--- config.mk ---
export PLATFORM = sky130hd
export DESIGN_NAME = cpps_ctrl
export DESIGN_NICKNAME = d
export VERILOG_FILES = /design/src/cpps_pkg.sv /design/src/cpps_ctrl.sv
export VERILOG_INCLUDE_DIRS = /design/src /design/src/src
export SDC_FILE = /design/constraint.sdc
export NUM_CORES = 1
export LEC_CHECK = 0
export ABC_CLOCK_PERIOD_IN_PS = 3000
export BUFFER_PORTS_ARGS = -buffer_cell sky130_fd_sc_hd__clkbuf_2
export CAP_MARGIN = 30
export CORE_ASPECT_RATIO = 0.8
export CORE_UTILIZATION = 40
export DETAILED_ROUTE_END_ITERATION = 8
export GPL_ROUTABILITY_DRIVEN = 0
export GPL_TIMING_DRIVEN = 0
export PLACE_DENSITY = 0.72
export SLEW_MARGIN = 15
export SYNTH_ARGS = -nofsm -noshare
export SYNTH_HDL_FRONTEND = slang
export SYNTH_SLANG_ARGS = --single-unit
export TNS_END_PERCENT = 50
--- constraint.sdc ---
create_clock -name i_clk -period 3 [get_ports i_clk]
set_clock_uncertainty 0.2 [all_clocks]
set_input_delay 0.45 -clock i_clk [delete_from_list [all_inputs] [get_ports i_clk]]
set_output_delay 0.45 -clock i_clk [all_outputs]
set_load 0.05 [all_outputs]
--- src/assert_macros.svh ---
// Assertion helpers shared by the RTL files.
`ifndef ASSERT_MACROS_SVH
`define ASSERT_MACROS_SVH

`ifndef NO_ASSERTIONS

// Condition must never hold outside reset.
`define CPPS_ASSERT_NEVER(label, clk, rst_n, cond) \
    label: assert property (@(posedge clk) disable iff (!(rst_n)) !(cond)) \
        else $error("assertion failed: condition must never hold");

// Antecedent implies consequent in the same cycle.
`define CPPS_ASSERT_IMPL(label, clk, rst_n, ante, cons) \
    label: assert property (@(posedge clk) disable iff (!(rst_n)) (ante) |-> (cons)) \
        else $error("assertion failed: implication violated");

// Antecedent implies consequent in the next cycle.
`define CPPS_ASSERT_NEXT(label, clk, rst_n, ante, cons) \
    label: assert property (@(posedge clk) disable iff (!(rst_n)) (ante) |=> (cons)) \
        else $error("assertion failed: next-cycle implication violated");

`else

`define CPPS_ASSERT_NEVER(label, clk, rst_n, cond)
`define CPPS_ASSERT_IMPL(label, clk, rst_n, ante, cons)
`define CPPS_ASSERT_NEXT(label, clk, rst_n, ante, cons)

`endif

`endif

--- src/cpps_pkg.sv ---
`default_nettype none
package cpps_pkg;

    // Fixed-point format of every state value
    localparam int FRAC = 16;

    // Angle reduction: magnitude of angle in Q30, one quotient bit per step
    localparam int RED_W     = 62 - FRAC;
    localparam int RED_STEPS = 30 - FRAC;
    localparam int R_W       = 36;
    localparam int XY_W      = 34;
    localparam int CORDIC_ITERS = 30;
    localparam int DIV_W     = 32 + FRAC;
    localparam int CNT_W     = 6;
    localparam int PC_W      = 5;
    localparam int UCODE_LEN = 25;

    localparam longint Q_ONE = 64'sd1 << FRAC;

    localparam logic signed [31:0] C_GRAVITY     = 32'((98 * Q_ONE + 5) / 10);
    localparam logic signed [31:0] C_POLE_ML     = 32'((Q_ONE + 10) / 20);
    localparam logic signed [31:0] C_POLE_LEN    = 32'((Q_ONE + 1) / 2);
    localparam logic signed [31:0] C_FOUR_THIRDS = 32'((8 * Q_ONE + 3) / 6);
    localparam logic signed [31:0] C_MP_TOT      = 32'((2 * Q_ONE + 11) / 22);
    localparam logic signed [31:0] C_INV_TOT     = 32'((20 * Q_ONE + 11) / 22);
    localparam logic signed [31:0] C_TAU         = 32'((Q_ONE + 25) / 50);

    localparam logic [RED_W-1:0]      TWO_PI_RED = RED_W'(64'd6746518852);
    localparam logic signed [R_W-1:0] TWO_PI_Q30 = 36'sd6746518852;
    localparam logic signed [R_W-1:0] PI_Q30     = 36'sd3373259426;
    localparam logic signed [R_W-1:0] HALF_PI_Q30 = 36'sd1686629713;
    localparam logic signed [XY_W-1:0] CORDIC_GAIN = 34'sd652032874;

    // Configuration register indexes and reset values
    typedef enum logic [1:0] {
        REG_FORCE   = 2'd0,
        REG_POS_LIM = 2'd1,
        REG_ANG_LIM = 2'd2,
        REG_EP_LEN  = 2'd3
    } t_reg;

    localparam logic [30:0] RST_FORCE   = 31'd655360;
    localparam logic [30:0] RST_POS_LIM = 31'd157286;
    localparam logic [30:0] RST_ANG_LIM = 31'd13726;
    localparam logic [15:0] RST_EP_LEN  = 16'd500;

    typedef enum logic [1:0] {ALU_MUL, ALU_ADD, ALU_SUB, ALU_DIV} t_alu;

    typedef enum logic [4:0] {
        SRC_T1, SRC_T2, SRC_TEMP, SRC_NUM, SRC_THACC, SRC_XACC, SRC_S, SRC_C,
        SRC_POS, SRC_VEL, SRC_ANG, SRC_ANGV, SRC_FORCE,
        SRC_GRAV, SRC_POLE_ML, SRC_POLE_LEN, SRC_FOUR_THIRDS, SRC_MP_TOT,
        SRC_INV_TOT, SRC_TAU
    } t_src;

    typedef enum logic [3:0] {
        DST_T1, DST_T2, DST_TEMP, DST_NUM, DST_DEN, DST_XACC,
        DST_POS, DST_VEL, DST_ANG, DST_ANGV
    } t_dst;

    typedef struct packed {
        t_alu alu;
        t_src a;
        t_src b;
        t_dst d;
    } t_uop;

    typedef enum logic [3:0] {
        CMD_NOP, CMD_LOAD, CMD_RED, CMD_FOLD_A, CMD_FOLD_B, CMD_CORDIC,
        CMD_CORD_END, CMD_ALU, CMD_DIV_INIT, CMD_DIV_STEP, CMD_DIV_END,
        CMD_FIN_STEP, CMD_FIN_RST
    } t_kind;

    typedef struct packed {
        t_kind            kind;
        t_uop             uop;
        logic [CNT_W-1:0] idx;
    } t_cmd;

    typedef struct packed {
        logic out_full;
    } t_status;

    typedef enum logic [3:0] {
        ST_IDLE, ST_RED, ST_FOLD_A, ST_FOLD_B, ST_CORDIC, ST_CORD_END,
        ST_UOP, ST_DIV, ST_DIV_END, ST_FIN
    } t_state;

    // Arctangent table, Q30, truncated
    function automatic logic signed [R_W-1:0] atan_q30(input logic [4:0] i);
        logic signed [R_W-1:0] v;
        case (i)
            5'd0:  v = 36'sd843314856;
            5'd1:  v = 36'sd497837829;
            5'd2:  v = 36'sd263043836;
            5'd3:  v = 36'sd133525158;
            5'd4:  v = 36'sd67021686;
            5'd5:  v = 36'sd33543515;
            5'd6:  v = 36'sd16775850;
            5'd7:  v = 36'sd8388437;
            5'd8:  v = 36'sd4194282;
            5'd9:  v = 36'sd2097149;
            5'd10: v = 36'sd1048575;
            5'd11: v = 36'sd524287;
            5'd12: v = 36'sd262143;
            5'd13: v = 36'sd131071;
            5'd14: v = 36'sd65535;
            5'd15: v = 36'sd32767;
            5'd16: v = 36'sd16383;
            5'd17: v = 36'sd8191;
            5'd18: v = 36'sd4095;
            5'd19: v = 36'sd2047;
            5'd20: v = 36'sd1023;
            5'd21: v = 36'sd511;
            5'd22: v = 36'sd255;
            5'd23: v = 36'sd127;
            5'd24: v = 36'sd63;
            5'd25: v = 36'sd31;
            5'd26: v = 36'sd15;
            5'd27: v = 36'sd7;
            5'd28: v = 36'sd3;
            5'd29: v = 36'sd1;
            default: v = '0;
        endcase
        return v;
    endfunction

    // Saturate a 64-bit signed value to 32 bits
    function automatic logic signed [31:0] sat32(input logic signed [63:0] v);
        logic signed [31:0] r;
        if (v > 64'sd2147483647) begin
            r = 32'sh7fffffff;
        end else if (v < -64'sd2147483648) begin
            r = 32'sh80000000;
        end else begin
            r = v[31:0];
        end
        return r;
    endfunction

    // Micro-program of the acceleration and Euler update
    function automatic t_uop ucode(input logic [PC_W-1:0] pc);
        t_uop u;
        case (pc)
            5'd0:  u = '{ALU_MUL, SRC_POLE_ML, SRC_ANGV, DST_T1};
            5'd1:  u = '{ALU_MUL, SRC_T1, SRC_ANGV, DST_T1};
            5'd2:  u = '{ALU_MUL, SRC_T1, SRC_S, DST_T1};
            5'd3:  u = '{ALU_ADD, SRC_FORCE, SRC_T1, DST_T1};
            5'd4:  u = '{ALU_MUL, SRC_T1, SRC_INV_TOT, DST_TEMP};
            5'd5:  u = '{ALU_MUL, SRC_GRAV, SRC_S, DST_T1};
            5'd6:  u = '{ALU_MUL, SRC_C, SRC_TEMP, DST_T2};
            5'd7:  u = '{ALU_SUB, SRC_T1, SRC_T2, DST_NUM};
            5'd8:  u = '{ALU_MUL, SRC_MP_TOT, SRC_C, DST_T1};
            5'd9:  u = '{ALU_MUL, SRC_T1, SRC_C, DST_T1};
            5'd10: u = '{ALU_SUB, SRC_FOUR_THIRDS, SRC_T1, DST_T1};
            5'd11: u = '{ALU_MUL, SRC_POLE_LEN, SRC_T1, DST_DEN};
            5'd12: u = '{ALU_DIV, SRC_NUM, SRC_T1, DST_T1};
            5'd13: u = '{ALU_MUL, SRC_POLE_ML, SRC_THACC, DST_T1};
            5'd14: u = '{ALU_MUL, SRC_T1, SRC_C, DST_T1};
            5'd15: u = '{ALU_MUL, SRC_T1, SRC_INV_TOT, DST_T1};
            5'd16: u = '{ALU_SUB, SRC_TEMP, SRC_T1, DST_XACC};
            5'd17: u = '{ALU_MUL, SRC_TAU, SRC_VEL, DST_T1};
            5'd18: u = '{ALU_ADD, SRC_POS, SRC_T1, DST_POS};
            5'd19: u = '{ALU_MUL, SRC_TAU, SRC_XACC, DST_T1};
            5'd20: u = '{ALU_ADD, SRC_VEL, SRC_T1, DST_VEL};
            5'd21: u = '{ALU_MUL, SRC_TAU, SRC_ANGV, DST_T1};
            5'd22: u = '{ALU_ADD, SRC_ANG, SRC_T1, DST_ANG};
            5'd23: u = '{ALU_MUL, SRC_TAU, SRC_THACC, DST_T1};
            5'd24: u = '{ALU_ADD, SRC_ANGV, SRC_T1, DST_ANGV};
            default: u = '{ALU_ADD, SRC_T1, SRC_T2, DST_T2};
        endcase
        return u;
    endfunction

endpackage
`default_nettype wire

--- src/cpps_ctrl.sv ---
`default_nettype none
`include "assert_macros.svh"
module cpps_ctrl (
    input  wire logic             i_clk,
    input  wire logic             i_rst_n,
    input  wire logic             i_in_valid,
    input  wire logic             i_in_op,
    output logic                  o_in_ready,
    input  wire cpps_pkg::t_status i_status,
    output cpps_pkg::t_cmd        o_cmd
);

    cpps_pkg::t_state r_state, n_state;
    logic [cpps_pkg::CNT_W-1:0] r_cnt, n_cnt;
    logic [cpps_pkg::PC_W-1:0]  r_pc, n_pc;
    logic r_step, n_step;
    cpps_pkg::t_uop uop;

    assign uop = cpps_pkg::ucode(r_pc);

    // Hold state and counters
    always_ff @(posedge i_clk) begin
        if (!i_rst_n) begin
            r_state <= cpps_pkg::ST_IDLE;
            r_cnt   <= '0;
            r_pc    <= '0;
            r_step  <= 1'b0;
        end else begin
            r_state <= n_state;
            r_cnt   <= n_cnt;
            r_pc    <= n_pc;
            r_step  <= n_step;
        end
    end

    // Sequence a step request through reduction, CORDIC, micro-program, divide; a restart goes straight to finish
    always_comb begin
        n_state    = r_state;
        n_cnt      = r_cnt;
        n_pc       = r_pc;
        n_step     = r_step;
        o_in_ready = 1'b0;
        o_cmd.kind = cpps_pkg::CMD_NOP;
        o_cmd.uop  = uop;
        o_cmd.idx  = r_cnt;
        case (r_state)
            cpps_pkg::ST_IDLE: begin
                o_in_ready = 1'b1;
                if (i_in_valid) begin
                    n_step = i_in_op;
                    if (i_in_op) begin
                        o_cmd.kind = cpps_pkg::CMD_LOAD;
                        n_cnt      = cpps_pkg::CNT_W'(cpps_pkg::RED_STEPS - 1);
                        n_state    = cpps_pkg::ST_RED;
                    end else begin
                        n_state = cpps_pkg::ST_FIN;
                    end
                end
            end
            cpps_pkg::ST_RED: begin
                o_cmd.kind = cpps_pkg::CMD_RED;
                if (r_cnt == '0) begin
                    n_state = cpps_pkg::ST_FOLD_A;
                end else begin
                    n_cnt = r_cnt - 1'b1;
                end
            end
            cpps_pkg::ST_FOLD_A: begin
                o_cmd.kind = cpps_pkg::CMD_FOLD_A;
                n_state    = cpps_pkg::ST_FOLD_B;
            end
            cpps_pkg::ST_FOLD_B: begin
                o_cmd.kind = cpps_pkg::CMD_FOLD_B;
                n_cnt      = '0;
                n_state    = cpps_pkg::ST_CORDIC;
            end
            cpps_pkg::ST_CORDIC: begin
                o_cmd.kind = cpps_pkg::CMD_CORDIC;
                if (r_cnt == cpps_pkg::CNT_W'(cpps_pkg::CORDIC_ITERS - 1)) begin
                    n_state = cpps_pkg::ST_CORD_END;
                end else begin
                    n_cnt = r_cnt + 1'b1;
                end
            end
            cpps_pkg::ST_CORD_END: begin
                o_cmd.kind = cpps_pkg::CMD_CORD_END;
                n_pc       = '0;
                n_state    = cpps_pkg::ST_UOP;
            end
            cpps_pkg::ST_UOP: begin
                if (uop.alu == cpps_pkg::ALU_DIV) begin
                    o_cmd.kind = cpps_pkg::CMD_DIV_INIT;
                    n_cnt      = cpps_pkg::CNT_W'(cpps_pkg::DIV_W - 1);
                    n_state    = cpps_pkg::ST_DIV;
                end else begin
                    o_cmd.kind = cpps_pkg::CMD_ALU;
                    if (r_pc == cpps_pkg::PC_W'(cpps_pkg::UCODE_LEN - 1)) begin
                        n_state = cpps_pkg::ST_FIN;
                    end else begin
                        n_pc = r_pc + 1'b1;
                    end
                end
            end
            cpps_pkg::ST_DIV: begin
                o_cmd.kind = cpps_pkg::CMD_DIV_STEP;
                if (r_cnt == '0) begin
                    n_state = cpps_pkg::ST_DIV_END;
                end else begin
                    n_cnt = r_cnt - 1'b1;
                end
            end
            cpps_pkg::ST_DIV_END: begin
                o_cmd.kind = cpps_pkg::CMD_DIV_END;
                n_pc       = r_pc + 1'b1;
                n_state    = cpps_pkg::ST_UOP;
            end
            cpps_pkg::ST_FIN: begin
                if (!i_status.out_full) begin
                    o_cmd.kind = r_step ? cpps_pkg::CMD_FIN_STEP : cpps_pkg::CMD_FIN_RST;
                    n_state    = cpps_pkg::ST_IDLE;
                end
            end
            default: begin
                n_state = cpps_pkg::ST_IDLE;
            end
        endcase
    end

    `CPPS_ASSERT_NEXT(a_accept_leaves_idle, i_clk, i_rst_n, i_in_valid && o_in_ready, r_state != cpps_pkg::ST_IDLE)
    `CPPS_ASSERT_IMPL(a_cordic_idx_range, i_clk, i_rst_n, r_state == cpps_pkg::ST_CORDIC, r_cnt < cpps_pkg::CNT_W'(cpps_pkg::CORDIC_ITERS))
    `CPPS_ASSERT_NEXT(a_div_follows_init, i_clk, i_rst_n, o_cmd.kind == cpps_pkg::CMD_DIV_INIT, r_state == cpps_pkg::ST_DIV)

endmodule
`default_nettype wire

Word level (Yosys, flattened, before mapping)
Memory sizes are Yosys's and may differ from the RTL's. A register that Yosys moved wholly into a read port is not among the register bits.
Cells that the tools add are included.

word-level totals
  register bits after elaboration = 16
  bits in read-only memories = 512
  output and inout port bits = 27
  input bits = 5
  word-level logic and storage cells = 69
  memories kept = 1

memory list
  memory            words  width  rd ports  clocked after Yosys merged registers in  write ports  RTL line         source
  (name not given)  32     16     1         1                                        0            cpps_pkg.sv:144  case (pc)

operators by class
  reductions and logical operators = 10
  mux-type cells = 27
  eq/ne operators = 24
  add/subtract/negate cells = 3

operators by type and width
  operator                                                            number
  4-bit 2-to-1 mux                                                    10
  4-bit one-hot mux with 10 select lines                              1
  4-bit one-hot mux with 9 select lines                               1
  6-bit 2-to-1 mux                                                    5
  6-bit one-hot mux with 5 select lines                               1
  2-bit != test, second input constant                                11
  5-bit 2-to-1 mux                                                    4
  4-bit by 3-bit == test with 1-bit output, second input constant     4
  5-bit one-hot mux with 3 select lines                               1
  6-bit AND reduction                                                 2
  4-bit by 2-bit == test with 1-bit output, second input constant     2
  4-bit == test, second input constant                                2
  6-bit by 1-bit adder with 6-bit output, second input constant       1
  6-bit by 5-bit == test with 1-bit output, second input constant     1
  6-bit zero test                                                     1
  6-bit by 1-bit subtractor with 6-bit output, second input constant  1
  5-bit by 1-bit adder with 5-bit output, second input constant       1
  5-bit == test, second input constant                                1
  5-bit nonzero test                                                  1
  4-bit by 1-bit == test with 1-bit output, second input constant     1
  4-bit zero test                                                     1
  2-bit OR reduction                                                  2
  1-bit 2-to-1 mux                                                    3
  3-bit 2-to-1 mux                                                    1
  other kinds (5)                                                     5

Logic depth before layout (Yosys ltp)
  depth after elaboration = 6
  mapped depth = 13
  gate-level depth less buffers = 13

Least setup slack after synthesis
OpenSTA, ideal clock, no wires.

  path type = register to output
  start = register r_state[0]
  end = output o_in_ready
  required time = 2.350 ns
  path buffers = 2
  path slack = -0.057 ns
  cell stages (with the launch flop) = 4
  data arrival time = 2.407 ns
  cells stage by stage = dfxtp_1 > clkbuf_1 > clkbuf_1 > nor4_1

between the ends
  cells in the longest elaborated chain, start to end = 2

RTL lines
  element                   RTL line         source
  start: declaration        cpps_ctrl.sv:13  cpps_pkg::t_state r_state, n_state;
  start signal: assignment  cpps_ctrl.sv:24  r_state <= cpps_pkg::ST_IDLE;
  start signal: assignment  cpps_ctrl.sv:29  r_state <= n_state;
  4-bit zero test           cpps_ctrl.sv:46  case (r_state)
  1-bit 2-to-1 mux          cpps_ctrl.sv:46
  end: declaration          cpps_ctrl.sv:8   output logic o_in_ready,

Every way passes these cells.

Worst setup path after layout
  start = register r_state[2]
  end = register, netlist name uop[9]

between the ends
  cells in the longest elaborated chain, start to end = 5
  elaborated cells between the ends (all ways) = 10
  those cells by class = 5 x eq/ne; 3 x mux; 2 x reduce/logical

RTL lines
  element                                                                    RTL line
  4-bit by 3-bit == test with 1-bit output or 4-bit == test (tied branches)  cpps_ctrl.sv:46
  2-bit != test (no source line) or 3-bit nonzero test (tied branches)       n/a
  3-bit AND reduction (no source line)                                       n/a
  5-bit 2-to-1 mux (no source line) (*) (2 in a row)                         n/a

Every way passes the cells marked *; elsewhere a longest branch is shown, timed or not.
A chain may end at the register's enable or synchronous reset.

==> qor.txt <==
Height of the die - 72.3 um
TritonCTS clock tree - done
FILL cells - 567
Post-synth EDFFs - 0
Hold path start - i_in_op
CP startpoint - r_state[2]
Antenna-violating nets left - 0
Number of global-route vias before repair - 2105
DRT met1 WL - 3180 um
Initial antenna violation count - 0
Fin crit period - 2.83 ns
First-pass GRT wire length - 10600 um
Slew @ Worst Pin - 0.610 ns
CTS clk-pin slew, worst paths - 0.08 ns
Status - completed
Row count - 25
Worst setup SP type - flip-flop
Yosys Warn Count - 0
All-Layer GR Usage - 20.2%
Ys flop type - dfxtp_1
CTS Buf Count - 5
Routed len/inst - 15.5 um
CP Class - reg -> reg
Hold Crit Class - in -> reg
Count of cell types in the netlist - 75
Chip Width - 89.9 um
Worst slew margin - 59.0%
Maximum vdd ir drop - 0.000574 V
Reg2reg start - r_state[2]
Hold Vio Cnt, Final - 0
Total number of vias - 2414
Leakage - 1.25 nW
Top cells by area, synth - dfxtp_1, ha_1, a21oi_1
Drt total wl - 6510 um
Dpl cells - 406
Met3 WL post-DR - 434 um
I/O Pins - 32
Fin crit share - 94.2%
CTS Sinks - 32
Worst Path Arrival - 2.84 ns
Later-pin clock latency in the skew report - 0.29 ns
Power per cell area - 980 nW/um^2
Final setup violating endpoints - 0
Post-route cell area - 2940 um^2
Drc violations - 0
H-tree levels - 2
Die ar. - 6500 um^2
Synthesized area - 2470 um^2
Max_cap viols - 0
Nets - 361
Placed Area - 2730 um^2
# diodes - 0
Root Driver - clkbuf_8
Most numerous cell in the Yosys netlist - dfxtp_1
Worst EP required - 3.02 ns
Maximum clock frequency - 354 MHz
Final Max Tran Viols - 0
Sequential-to-total area share from yosys stat - 25.9%
P&R area growth vs syn - 19.0%
R2R setup slack - 0.17 ns
Pin count of the biggest net entering global routing - 11
Finished Layout Cells - 420
Synth top area share - 25.9%
Syn Inst Count - 294
Crit path max fanout - 10
Top Layer Used - met4
Pre-Repair DR Iteration Count - 5
Post-DP HPWL - 4560 um
Number of hold buffers added after cts - 0
Avg Cell Area, Syn - 8.41 um^2
Core area - 5940 um^2
Synth cell count leaders - dfxtp_1, nor2_1, nand2_1, a21oi_1, ha_1
Metal2 WL - 2790 um
Post-synth ARST share - 0%
Initial Util - 41.6%
GRT overflow - 0
#FFs+latches synth - 32
Share of cells above drive strength 1 - 26.3%
Largest area contributor in the netlist - dfxtp_1
Number of DRC markers in iteration 0 - 262
Mapped Nets - 317
Port bufs - 31
Vias per cell - 5.75
Crit. End Element - flip-flop
Maximum clock path buffer count - 2
-- area by class of cell --
class	instances	area [um^2]	share of cell area, %
multi-input cells	234	1710	58.3
inverters	12	50.0	1.70
flip-flops and latches	32	642	21.8
plain buffers	16	106	3.62
clock buffers	7	96.3	3.28
well taps	81	101	3.45
clock inverters	1	30.0	1.02
repair buffers	37	200	6.81
-- sequential cells by signal, summed over array words and instances, names as in the netlist --
| signal | cells |
|---|---|
| r_cnt | 6 |
| r_pc | 5 |
| r_state | 4 |
| r_step | 1 |
| uop | 16 |
-- critical path, stage by stage, from the launching register on --
cell       delay, ns
dfxtp_1         0.39
buf_6           0.17
and2b_2         0.22
nand4_2         0.19
a21oi_1         0.38
nor3_4          0.10
inv_2           0.15
ha_1            0.22
inv_1           0.10
a2111oi_1       0.38
a21oi_1         0.08
o22ai_1         0.15
-- cell usage in the layout (no fill, tap or decap), types with 4 or more instances in the layout --
cell and count:
nand2b_1 6, a22oi_1 5, nand3_1 8, xnor2_1 4
inv_1 8, nor2_1 31, o21ai_0 9, clkbuf_8 7
buf_4 10, nor3_1 9, dfxtp_1 31, ha_1 16
a21oi_1 26, mux2i_1 4, a211oi_1 4, clkbuf_1 4
maj3_1 4, buf_2 4, nand2_1 26, clkbuf_2 33
o211ai_1 4, o211a_1 4
-- where the power goes --
part           switching (mW)  leakage (nW)  total [mW]  internal, mW
Sequential             0.0977         0.261       0.612         0.514
Combinational            1.16         0.925        1.80         0.643
Clock                   0.174        0.0645       0.467         0.293
Total                    1.43          1.25        2.88          1.45
-- per-stage QoR --
| step | hold slack [ns] | setup slack (ns) | total power [mW] | util, % | TNS, ns |
|---|---|---|---|---|---|
| finish | 0.232 | 0.174 | 2.88 | 49.5 | 0 |
| global route | 0.263 | -0.00690 | 3.06 | 49.5 | -0.00772 |
| CTS | 0.225 | 0.0378 | 2.81 | 48.5 | 0 |
| detailed placement | 0.291 | -0.370 | 2.29 | 45.9 | -2.63 |
| global placement | 0.267 | -0.322 | 2.25 | 45.9 | -2.04 |
| floorplan | 0.244 | -0.0568 | 1.96 | - | -0.126 |
-- per-layer routing --
| layer | up-vias | GRT usage [%] |
|---|---|---|
| li1 | 1159 | - |
| met1 | 1129 | 29.2 |
| met2 | 114 | 30.2 |
| met3 | 12 | 3.04 |
| met4 | 0 | 7.89 |
| met5 | - | 0 |
-- logic make-up (layout without fill, tap and decap cells) --
| kind of cell | count (synthesis) | after routing | share of synthesized area [%] |
|---|---|---|---|
| buf+inv | 28 | 73 | 6.18 |
| xor+xnor | 9 | 9 | 4.25 |
| simple gates | 111 | 111 | 25.8 |
| flops | 32 | 32 | 25.9 |
| mux | 4 | 4 | 1.62 |
| fa+ha+maj | 22 | 22 | 11.0 |
| compound gates | 88 | 88 | 25.2 |
-- worst paths after layout --
check | endpoint | depth (start not counted)
worst min register to register | r_step | 2
worst min-delay path | r_step | 3
worst max register to register | uop[9] | 11
worst max-delay path | uop[9] | 11
-- what timing repair did --
action / in CTS / in global routing
hold endpoints to repair: 0 / 0
gates resized for setup: 6 / 10
pin swaps: 1 / 1
setup buffers: 1 / 5
endpoints found under the setup margin: 18 / 12
cloned: 0 / 0
No activity file was read; power rests on OpenSTA's default activity.
